<file path="src/sv/bts_pkg.sv">
// ----------------------------------------------------------------------------
// bts_pkg
// Shared constants, beat types and register codes of the top-two select unit.
// ----------------------------------------------------------------------------
package bts_pkg;

  localparam int unsigned MaxRows  = 16;
  localparam int unsigned RowCntW  = $clog2(MaxRows + 1);
  localparam int unsigned RowIdxW  = $clog2(MaxRows);
  localparam int unsigned SupW     = 16;
  localparam int unsigned QualW    = 16;
  localparam int unsigned SumW     = SupW + 1;
  localparam int unsigned RatioW   = 8;
  localparam int unsigned NeedW    = SumW + RatioW;
  localparam int unsigned BranchW  = 4;
  localparam int unsigned CfgIdxW  = 1;
  localparam int unsigned CfgDataW = 16;

  localparam logic [QualW-1:0]  ScoreLimitRst = QualW'(512);
  localparam logic [RatioW-1:0] RatioRst      = RatioW'(2);

  typedef enum logic [CfgIdxW-1:0] {
    RegScoreLimit     = 1'b0,
    RegDominanceRatio = 1'b1
  } cfg_reg_e;

  typedef struct packed {
    logic [SupW-1:0]  left_support;
    logic [SupW-1:0]  right_support;
    logic [QualW-1:0] left_quality;
    logic [QualW-1:0] right_quality;
    logic             final_row;
  } bts_in_t;

  typedef struct packed {
    logic [BranchW-1:0] chosen_branch;
    logic               chosen_ok;
  } bts_out_t;

  // Per-set tracking state; also the snapshot handed to the decision stage.
  typedef struct packed {
    logic [SumW-1:0]    best_sum;
    logic [RowIdxW-1:0] best_row;
    logic [QualW-1:0]   best_left_quality;
    logic [QualW-1:0]   best_right_quality;
    logic [SumW-1:0]    runner_sum;
    logic               runner_present;
  } bts_state_t;

endpackage

</file>
<file path="src/sv/bts_acc.sv">
// ----------------------------------------------------------------------------
// bts_acc
// Row tracker: keeps the largest and second-largest support sums of a set.
// ----------------------------------------------------------------------------
module bts_acc import bts_pkg::*; (
  input  logic       clk_i,
  input  logic       rst_ni,
  input  logic       row_fire_i,
  input  bts_in_t    row_i,
  output bts_state_t snap_o
);

  logic [RowCntW-1:0] row_q, row_d;
  bts_state_t         st_q, st_d, nx;
  logic [SumW-1:0]    sum;
  logic               in_range;
  logic               first_row;

  assign sum       = SumW'(row_i.left_support) + SumW'(row_i.right_support);
  assign in_range  = row_q < RowCntW'(MaxRows);
  assign first_row = (row_q == '0);

  always_comb begin
    nx    = st_q;
    row_d = row_q;
    if (in_range) begin
      if (first_row || (sum > st_q.best_sum)) begin
        if (!first_row) begin
          nx.runner_sum     = st_q.best_sum;
          nx.runner_present = 1'b1;
        end
        nx.best_sum           = sum;
        nx.best_row           = row_q[RowIdxW-1:0];
        nx.best_left_quality  = row_i.left_quality;
        nx.best_right_quality = row_i.right_quality;
      end else if (!st_q.runner_present || (sum > st_q.runner_sum)) begin
        nx.runner_sum     = sum;
        nx.runner_present = 1'b1;
      end
      row_d = row_q + RowCntW'(1);
    end
  end

  // Final row closes the set: hand off the updated state, start clean.
  always_comb begin
    st_d = st_q;
    if (row_fire_i) begin
      if (row_i.final_row) begin
        st_d  = '0;
      end else begin
        st_d  = nx;
      end
    end
  end

  assign snap_o = nx;

  always_ff @(posedge clk_i or negedge rst_ni) begin
    if (!rst_ni) begin
      row_q <= '0;
      st_q  <= '0;
    end else if (row_fire_i) begin
      row_q <= row_i.final_row ? '0 : row_d;
      st_q  <= st_d;
    end
  end

endmodule

</file>
<file path="src/sv/bts_decide.sv">
// ----------------------------------------------------------------------------
// bts_decide
// Holds a closed set's snapshot, applies the dominance test, registers result.
// ----------------------------------------------------------------------------
module bts_decide import bts_pkg::*; (
  input  logic              clk_i,
  input  logic              rst_ni,
  input  logic              snap_vld_i,
  input  bts_state_t        snap_i,
  input  logic [QualW-1:0]  score_limit_i,
  input  logic [RatioW-1:0] ratio_i,
  output logic              snap_free_o,
  output logic              out_valid_o,
  input  logic              out_stall_i,
  output bts_out_t          out_data_o
);

  logic        snap_vld_q;
  bts_state_t  snap_q;
  logic        out_vld_q;
  bts_out_t    out_q, out_d;
  logic        out_free;
  logic        snap_move;
  logic [NeedW-1:0] need;
  logic        chosen;

  assign out_free    = !out_vld_q || !out_stall_i;
  assign snap_move   = snap_vld_q && out_free;
  assign snap_free_o = !snap_vld_q || out_free;

  assign need = NeedW'(ratio_i) * NeedW'(snap_q.runner_sum);

  always_comb begin
    chosen = 1'b0;
    if (snap_q.runner_present) begin
      if (snap_q.runner_sum == '0) begin
        chosen = (snap_q.best_sum != '0);
      end else begin
        chosen = (NeedW'(snap_q.best_sum) >= need) &&
                 (snap_q.best_left_quality < score_limit_i) &&
                 (snap_q.best_right_quality < score_limit_i);
      end
    end
    out_d.chosen_ok     = chosen;
    out_d.chosen_branch = chosen ? BranchW'(snap_q.best_row) : '0;
  end

  always_ff @(posedge clk_i or negedge rst_ni) begin
    if (!rst_ni) begin
      snap_vld_q <= 1'b0;
      out_vld_q  <= 1'b0;
    end else begin
      if (snap_free_o) begin
        snap_vld_q <= snap_vld_i;
      end
      if (out_free) begin
        out_vld_q <= snap_vld_q;
      end
    end
  end

  always_ff @(posedge clk_i) begin
    if (snap_free_o && snap_vld_i) begin
      snap_q <= snap_i;
    end
    if (snap_move) begin
      out_q <= out_d;
    end
  end

  assign out_valid_o = out_vld_q;
  assign out_data_o  = out_q;

endmodule

</file>
<file path="src/sv/branch_top_two_select_unit.sv">
// Path: a final row beat passes the input register, the snapshot register
//   and the result register, in that order, before out_valid_o shows it.
// Throughput: one row per cycle; the only stall comes from a final row
//   meeting a full snapshot register while the result beat is held.
// Reset: asynchronous, active low; clears the row tracking and all valid
//   flags, sets score_limit to 512 (2.0 in Q8.8) and dominance_ratio to 2.
// ----------------------------------------------------------------------------
// branch_top_two_select_unit
// Picks the dominant branch of a set of rows by support sum and scores.
// ----------------------------------------------------------------------------
module branch_top_two_select_unit import bts_pkg::*; (
  input  logic                clk_i,
  input  logic                rst_ni,
  input  logic                in_valid_i,
  output logic                in_stall_o,
  input  bts_in_t             in_data_i,
  output logic                out_valid_o,
  input  logic                out_stall_i,
  output bts_out_t            out_data_o,
  input  logic                cfg_valid_i,
  output logic                cfg_ready_o,
  input  logic [CfgIdxW-1:0]  cfg_index_i,
  input  logic [CfgDataW-1:0] cfg_data_i
);

  logic              in_vld_q;
  bts_in_t           in_q;
  logic              in_free;
  logic              row_fire;
  logic              snap_free;
  bts_state_t        snap;
  logic [QualW-1:0]  score_limit_q;
  logic [RatioW-1:0] ratio_q;

  // A final row needs room in the snapshot register; other rows never wait.
  assign row_fire   = in_vld_q && (!in_q.final_row || snap_free);
  assign in_free    = !in_vld_q || row_fire;
  assign in_stall_o = !in_free;

  always_ff @(posedge clk_i or negedge rst_ni) begin
    if (!rst_ni) begin
      in_vld_q <= 1'b0;
    end else if (in_free) begin
      in_vld_q <= in_valid_i;
    end
  end

  always_ff @(posedge clk_i) begin
    if (in_free && in_valid_i) begin
      in_q <= in_data_i;
    end
  end

  assign cfg_ready_o = 1'b1;

  always_ff @(posedge clk_i or negedge rst_ni) begin
    if (!rst_ni) begin
      score_limit_q <= ScoreLimitRst;
      ratio_q       <= RatioRst;
    end else if (cfg_valid_i && cfg_ready_o) begin
      unique case (cfg_reg_e'(cfg_index_i))
        RegScoreLimit:     score_limit_q <= cfg_data_i[QualW-1:0];
        RegDominanceRatio: ratio_q       <= cfg_data_i[RatioW-1:0];
        default: ;
      endcase
    end
  end

  bts_acc u_acc (
    .clk_i      (clk_i),
    .rst_ni     (rst_ni),
    .row_fire_i (row_fire),
    .row_i      (in_q),
    .snap_o     (snap)
  );

  bts_decide u_decide (
    .clk_i         (clk_i),
    .rst_ni        (rst_ni),
    .snap_vld_i    (row_fire && in_q.final_row),
    .snap_i        (snap),
    .score_limit_i (score_limit_q),
    .ratio_i       (ratio_q),
    .snap_free_o   (snap_free),
    .out_valid_o   (out_valid_o),
    .out_stall_i   (out_stall_i),
    .out_data_o    (out_data_o)
  );

endmodule

</file>
<file path="config.mk">
export PLATFORM = sky130hd
export DESIGN_NAME = branch_top_two_select_unit
export DESIGN_NICKNAME = d
export VERILOG_FILES = /design/src/sv/bts_pkg.sv /design/src/sv/bts_acc.sv /design/src/sv/bts_decide.sv /design/src/sv/branch_top_two_select_unit.sv
export SDC_FILE = /design/constraint.sdc
export NUM_CORES = 1
export LEC_CHECK = 0
export BUFFER_PORTS_ARGS = -buffer_cell sky130_fd_sc_hd__buf_2
export CORE_AREA = 2 2 223 225
export DETAILED_ROUTE_END_ITERATION = 16
export DIE_AREA = 0 0 225 227
export GPL_TIMING_DRIVEN = 0
export MAX_ROUTING_LAYER = met4
export PLACE_DENSITY_LB_ADDON = 0.12
export SLEW_MARGIN = 30
export SYNTH_ARGS = -nofsm -noshare
export SYNTH_HDL_FRONTEND = slang
export SYNTH_HIERARCHICAL = 1
export SYNTH_SLANG_ARGS = --single-unit
export TNS_END_PERCENT = 1
</file>
<file path="constraint.sdc">
create_clock -name clk_i -period 7.7 [get_ports clk_i]
set_input_delay 1.54 -clock clk_i [delete_from_list [all_inputs] [get_ports clk_i]]
set_output_delay 1.54 -clock clk_i [all_outputs]
set_load 0.01 [all_outputs]
</file>
==> reports/results.tsv, run 1 <==
metric	value	unit
CP arrival	7.78	ns
Max Transition Viols Final	0	
area post-placement	17700	um^2
FILL cells	4728	
CTS tree	built	
Slew headroom	35.1	%
Post-synth ARST share	42.2	%
post-DP HPWL	32800	um
Die X	225	um
GRT Util Overall	18.0	%
highest clock rate	136	MHz
worst endpoint required time	8.13	ns
first-pass GRT wire length	68700	um
Final setup viols	0	
area share of the largest cell type after synthesis	25.8	%
Sw Pwr	0.00405	W
DIE AREA	51100	um^2
Switching Share	46.2	%
ANT nets after route	0	
fin crit period	7.35	ns
share of cells above drive strength 1	16.0	%
Main synth FF type	edfxtp_1	
pre-CTS WS	-0.0185	ns
global route overflow	0	
adder-cell share of the synthesized area	22.1	%
Final GP Congestion	0.894	
Avg WL per Cell	19.6	um
clock root cell	clkbuf_16	
# nets final	1885	
Area Growth Syn to Fin	13.6	%
PortBufs	93	
PnR worst setup slack	0.352	ns
Seq/Total Area, Yosys	41.5	%
slew of the pin with the lowest slew margin	0.973	ns
Yosys top cell by area	edfxtp_1	
Routed WL	43200	um
initial antenna violation count	1	
most common cell in the synthesized netlist	inv_1	
cells taking the most area after synthesis	edfxtp_1, dfrtp_1, fa_1, ha_1, and2_1	
final instance area	18700	um^2
placed cells	2155	
cell leakage power	8.10	nW
power per cell area	470	nW/um^2
Synth Area in XOR/XNOR	1.65	%
non-filler cells in the finished layout	2209	
CTS Sinks	244	
main combinational cell family by area after synthesis	adder cells	
compound-gate portion of the synthesized area	13.3	%
post-route setup TNS	0	ns
multiplexer share of the synthesized area	5.50	%
RSZ-0062 raised after global routing	no	
period utilization	95.4	%
Seq pwr share	20.8	%
Num CTS Buffers	28	
CP Launch Type	register	
Synth Register Bits	244	
number of global-route vias before repair	11800	
Clk pwr share	14.7	%
status	complete, no violations	
Vias	11300	
DRC	0	
Core Region	48500	um^2
syn_nets	1759	
internal power	0.00472	W
die extent in y	227	um
Yosys warning total	6	
max cap viols	0	
mean cell area of the mapped netlist	11.4	um^2
Skew-Pair Late Insertion Delay	0.57	ns
Worst VDD drop	321	uV
total iterations of the first detailed-routing run	5	
FP Rows	81	
CP max FO	10	
Vias/cell	5.13	
post-CTS setup repair buffer count	0	
critical path endpoint category	register	
clock-pin slew of the registers on the worst-case setup and hold paths	0.06	ns
DRT iter0 DRCs	558	
initial core utilization	33.8	%
htree depth	1	
Mapped Cells	1437	
Commonest cells post-synth	inv_1, ha_1, edfxtp_1	
Synth Area in Simple Gates	11.4	%
Post-Route Skew	0.0223	ns
Tot Pwr	0.00877	W
IO Pins	95	
EDFF count, synth	141	
CP Class	register to register	
distinct cell type count after synthesis	88	
power share of the combinational group	64.5	%
pin count of the biggest net entering global routing	61	
Mapped Area	16400	um^2
hold crit path type	register to register	
CTS Buffer Depth	3	
final hold viol count	0	
-- cells by family (layout without fill, tap and decap cells) --
group / after synthesis / in the layout
compound gates: 303 / 303
xor+xnor: 31 / 31
fa+ha+maj: 235 / 235
buf+inv: 192 / 340
flops: 244 / 244
mux: 77 / 77
other cells: 1 / 3
simple gates: 354 / 354
-- cell type report --
| class | count | area, um^2 | area share, % |
|---|---|---|---|
| Inverter | 149 | 559 | 3.00 |
| Sequential cell | 244 | 6820 | 36.6 |
| Buffer | 43 | 205 | 1.10 |
| Multi-Input combinational cell | 1001 | 8850 | 47.5 |
| Clock buffer | 37 | 754 | 4.04 |
| Tap cell | 622 | 778 | 4.17 |
| Antenna cell | 2 | 5.00 | 0.0268 |
| Timing Repair Buffer | 96 | 543 | 2.91 |
| Clock inverter | 15 | 138 | 0.738 |
-- sequential cells by signal, summed over array words and instances, names as in the netlist --
name / flops
u_decide/out_valid_o: 1
ratio_q: 8
u_acc/st_q: 71
score_limit_q: 16
in_vld_q: 1
u_acc/row_q: 5
u_decide/out_data_o: 5
u_decide/snap_q: 71
u_decide/snap_vld_q: 1
in_q: 65
-- per-layer routing --
layer / vias to the layer above / part of all wire [%] / GRT usage [%]
li1: 5390 / - / -
met1: 5663 / 48 / 25.0
met2: 213 / 46 / 28.2
met3: 64 / 3.6 / 1.86
met4: 0 / 2.3 / 4.40
met5: - / 0 / -
-- cells in the final DEF (no fill, tap or decap), drive strengths merged, types with 56 or more instances in the layout --
cell / count
inv: 151
ha: 144
edfxtp: 141
and2: 119
buf: 108
dfrtp: 101
fa: 91
nand2: 86
mux2: 76
clkbuf: 68
a21oi: 65
o21ai: 58
a22o: 56
-- power groups by stage --
stage	Clock [W]	Sequential [W]	Combinational (W)
5_1_grt	0.00138	0.00185	0.00637
3_3_place_gp	0	0.00185	0.00557
3_5_place_dp	0	0.00185	0.00563
6_report	0.00128	0.00182	0.00566
2_1_floorplan	0	0.00175	0.00424
4_1_cts	0.00133	0.00182	0.00569
-- stage by stage --
step,util [%],hold slack (ns)
2_1_floorplan,-,0.442
3_3_place_gp,36.4,0.472
3_5_place_dp,36.6,0.476
4_1_cts,38.4,0.493
5_1_grt,38.4,0.509
6_report,38.4,0.497
-- final timing paths --
path | startpoint | endpoint | slack (ns) | depth (start not counted)
min reg2reg | u_acc/st_q[26] | u_acc/st_q[26] | 0.50 | 1
min | u_acc/st_q[26] | u_acc/st_q[26] | 0.50 | 1
max | ratio_q[2] | u_decide/out_data_o[3] | 0.35 | 27
max in group asynchronous | rst_ni | score_limit_q[9] | 6.12 | 2
min in group asynchronous | rst_ni | ratio_q[2] | 0.88 | 1
max reg2reg | ratio_q[2] | u_decide/out_data_o[3] | 0.35 | 27
-- critical path, cell delays in order (launching register included) --
cell and delay [ns]:
dfrtp_2 0.52, clkbuf_2 0.32, nand2_1 0.12, fa_1 0.55
inv_1 0.05, fa_1 0.50, fa_1 0.53, inv_1 0.06
fa_1 0.49, inv_1 0.05, ha_1 0.37, nand4_1 0.16
nor2_1 0.08, a211oi_2 0.30, nand2_1 0.14, a21o_1 0.19
a21oi_1 0.16, xor2_1 0.10, ha_1 0.30, nand2_1 0.08
o31ai_1 0.38, o21ai_0 0.18, a311oi_1 0.30, o211ai_1 0.21
a2111oi_4 0.36, nand4_1 0.15, o21ai_2 0.36, and2_1 0.20
-- repair_timing --
item,4_1_cts,5_1_grt
hold buffers,0,0
resized for setup,3,10
setup endpoints to repair,5,5
cloned,0,0
Note: power is estimated with default switching activity, not from simulation.
==> inputs of run 2 (changes only) <==
--- a/config.mk
+++ b/config.mk
@@ -6,9 +6,10 @@
 export NUM_CORES = 1
 export LEC_CHECK = 0
 export BUFFER_PORTS_ARGS = -buffer_cell sky130_fd_sc_hd__buf_2
-export CORE_AREA = 2 2 223 225
+export CAP_MARGIN = 20
+export CORE_AREA = 2 2 220 222
 export DETAILED_ROUTE_END_ITERATION = 16
-export DIE_AREA = 0 0 225 227
+export DIE_AREA = 0 0 222 224
 export GPL_TIMING_DRIVEN = 0
 export MAX_ROUTING_LAYER = met4
 export PLACE_DENSITY_LB_ADDON = 0.12
==> run 2 against run 1 <==
Power up 1.1%. Highest routed layer unchanged. Largest cell class unchanged. Setup slack better by 0.22 ns. Fmax rose by 3.1%.
==> reports/results.tsv, run 2 (same netlist as run 1, synthesis figures left out) <==
metric	value	unit	change
clock-pin slew of the registers on the worst-case setup and hold paths	0.06	ns	about the same
placed cells	2148		-0.32%
Max Transition Viols Final	0		unchanged
CP Launch Type	register		
Skew-Pair Late Insertion Delay	0.56	ns	about the same
htree depth	1		unchanged
DRT iter0 DRCs	588		+5.4%
Post-Route Skew	0.0161	ns	-0.00613 ns
FILL cells	4619		-2.3%
CTS tree	built		
cell leakage power	8.12	nW	+0.23%
CP arrival	7.43	ns	-0.35 ns
die extent in y	224	um	-1.3%
ANT nets after route	0		unchanged
Vias/cell	5.13		about the same
non-filler cells in the finished layout	2205		-0.18%
critical path endpoint category	register		
first-pass GRT wire length	69100	um	+0.54%
PnR worst setup slack	0.574	ns	+0.222 ns
worst endpoint required time	8.00	ns	-0.13 ns
Vias	11300		-0.26%
pre-CTS WS	0.0819	ns	+0.100 ns
FP Rows	80		-1.2%
CTS Buffer Depth	3		unchanged
R2R setup slack	0.57	ns	+0.22 ns
DIE AREA	49700	um^2	-2.6%
PortBufs	93		unchanged
slew of the pin with the lowest slew margin	0.913	ns	-0.0601 ns
period utilization	92.5	%	-2.9 points
number of global-route vias before repair	11900		+0.17%
status	complete, no violations		
routed wl met2	19800	um	-0.62%
share of cells above drive strength 1	16.2	%	+0.15 points
internal power	0.00477	W	+1.1%
post-route setup TNS	0	ns	unchanged
# nets final	1889		+0.21%
total iterations of the first detailed-routing run	5		unchanged
Top Layer Used	met4		
Area Growth Syn to Fin	13.9	%	
global route overflow	0		unchanged
biggest regs	u_acc/st_q: 71 flops, u_decide/snap_q: 71 flops, in_q: 65 flops		
Slew headroom	39.1	%	+4.0 points
max cap viols	0		unchanged
highest clock rate	140	MHz	+3.1%
Final setup viols	0		unchanged
final hold viol count	0		unchanged
Switching Share	46.2	%	about the same
GRT Util Overall	18.3	%	+0.34 points
leading cell type in the layout, fill and taps excluded	inv_1		
Die X	222	um	-1.3%
pin count of the biggest net entering global routing	74		+21%
CP Class	register to register		
Num CTS Buffers	28		unchanged
CTS Hold Bufs	0		unchanged
fin util	39.5	%	+1.1 points
Core Region	47300	um^2	-2.5%
initial core utilization	34.7	%	+0.86 points
Final GP Congestion	0.887		-0.69%
fin crit period	7.13	ns	-0.222 ns
Seq pwr share	20.5	%	-0.3 points
post-DP HPWL	32100	um	-2.1%
Worst VDD drop	303	uV	-5.6%
commonest non-fill, non-tap cells in the layout	inv_1, ha_1, edfxtp_1		
Routed WL	42800	um	-0.95%
RSZ-0062 raised after global routing	no		
Clk pwr share	14.7	%	about the same
power per cell area	474	nW/um^2	+0.84%
hold crit path type	register to register		
CP max FO	10		unchanged
Avg WL per Cell	19.4	um	-0.77%
clock root cell	clkbuf_16		
CTS Sinks	244		unchanged
Sw Pwr	0.00409	W	+1.1%
Metal-1 WL	20600	um	-0.59%
initial antenna violation count	1		unchanged
DRC	0		unchanged
power share of the combinational group	64.7	%	+0.2 points
IO Pins	95		unchanged
metal3 WL	1620	um	+3.1%
[run 2: cell types whose count changed in the layout (fill, tap and decap cells not counted), sizes merged]
| cell | previous run | this run |
|---|---|---|
| buf | 108 | 112 |
| clkbuf | 68 | 73 |
| clkinv | 10 | 5 |
| diode | 2 | 1 |
[run 2: layout make-up]
type	count	area, um^2	area share [%]
well taps	615	769	4.12
multi-input cells	1001	8860	47.4
diodes	1	2.50	0.0134
clock buffers	42	796	4.26
plain buffers	43	210	1.12
clock inverters	10	101	0.542
repair buffers	100	573	3.06
flip-flops and latches	244	6820	36.5
inverters	149	559	2.99
[run 2: worst max-delay path, cell delays in order (launching register included)]
cell and delay (ns):
dfrtp_2 0.50, clkbuf_2 0.32, nand2_1 0.11, fa_1 0.49, inv_1 0.06, fa_1 0.49
fa_1 0.54, inv_1 0.06, fa_1 0.49, inv_1 0.04, ha_1 0.37, nand4_1 0.16
nor2_1 0.08, a211oi_2 0.31, nand2_1 0.14, a21o_1 0.20, a21oi_1 0.16, xor2_1 0.19
ha_1 0.27, a21oi_1 0.25, o2111ai_1 0.28, nor4_1 0.73, a2111oi_4 0.16, nand4_1 0.16
o21ai_4 0.10, and2_1 0.19
[run 2: final timing paths]
kind                       depth (start not counted)            from                      to
max                                               25      ratio_q[4]  u_decide/out_data_o[3]
min                                                1  u_acc/st_q[55]          u_acc/st_q[55]
max reg2reg                                       25      ratio_q[4]  u_decide/out_data_o[3]
min reg2reg                                        1  u_acc/st_q[55]          u_acc/st_q[55]
max in group asynchronous                          2          rst_ni           u_acc/st_q[1]
min in group asynchronous                          1          rst_ni              ratio_q[3]
[run 2: what timing repair did]
item / in CTS / in global routing
resized for setup: 1 / 21
setup buffers: 0 / 4
setup endpoints to repair: 1 / 5
pin swaps: 0 / 1
[run 2: metrics by stage]
stage / area (um^2) / hold WS (ns) / total power, W
after floorplan: 16400 / 0.442 / 0.00599
after global placement: 17700 / 0.475 / 0.00741
after detailed placement: 17700 / 0.465 / 0.00746
after CTS: 18600 / 0.491 / 0.00884
after global routing: 18700 / 0.505 / 0.00975
final: 18700 / 0.491 / 0.00886
[run 2: power groups by stage]
stage | registers [W] | clock network [W] | logic [W]
2_1_floorplan | 0.00175 | 0 | 0.00424
3_3_place_gp | 0.00185 | 0 | 0.00556
3_5_place_dp | 0.00185 | 0 | 0.00562
4_1_cts | 0.00182 | 0.00134 | 0.00568
5_1_grt | 0.00184 | 0.00139 | 0.00651
6_report | 0.00182 | 0.00131 | 0.00574
[run 2: per-layer routing]
metal,up-vias,track usage [%]
met2,239,29.0
met4,0,4.12
li1,5425,-
met1,5576,25.5
met3,61,1.65
met5,-,-
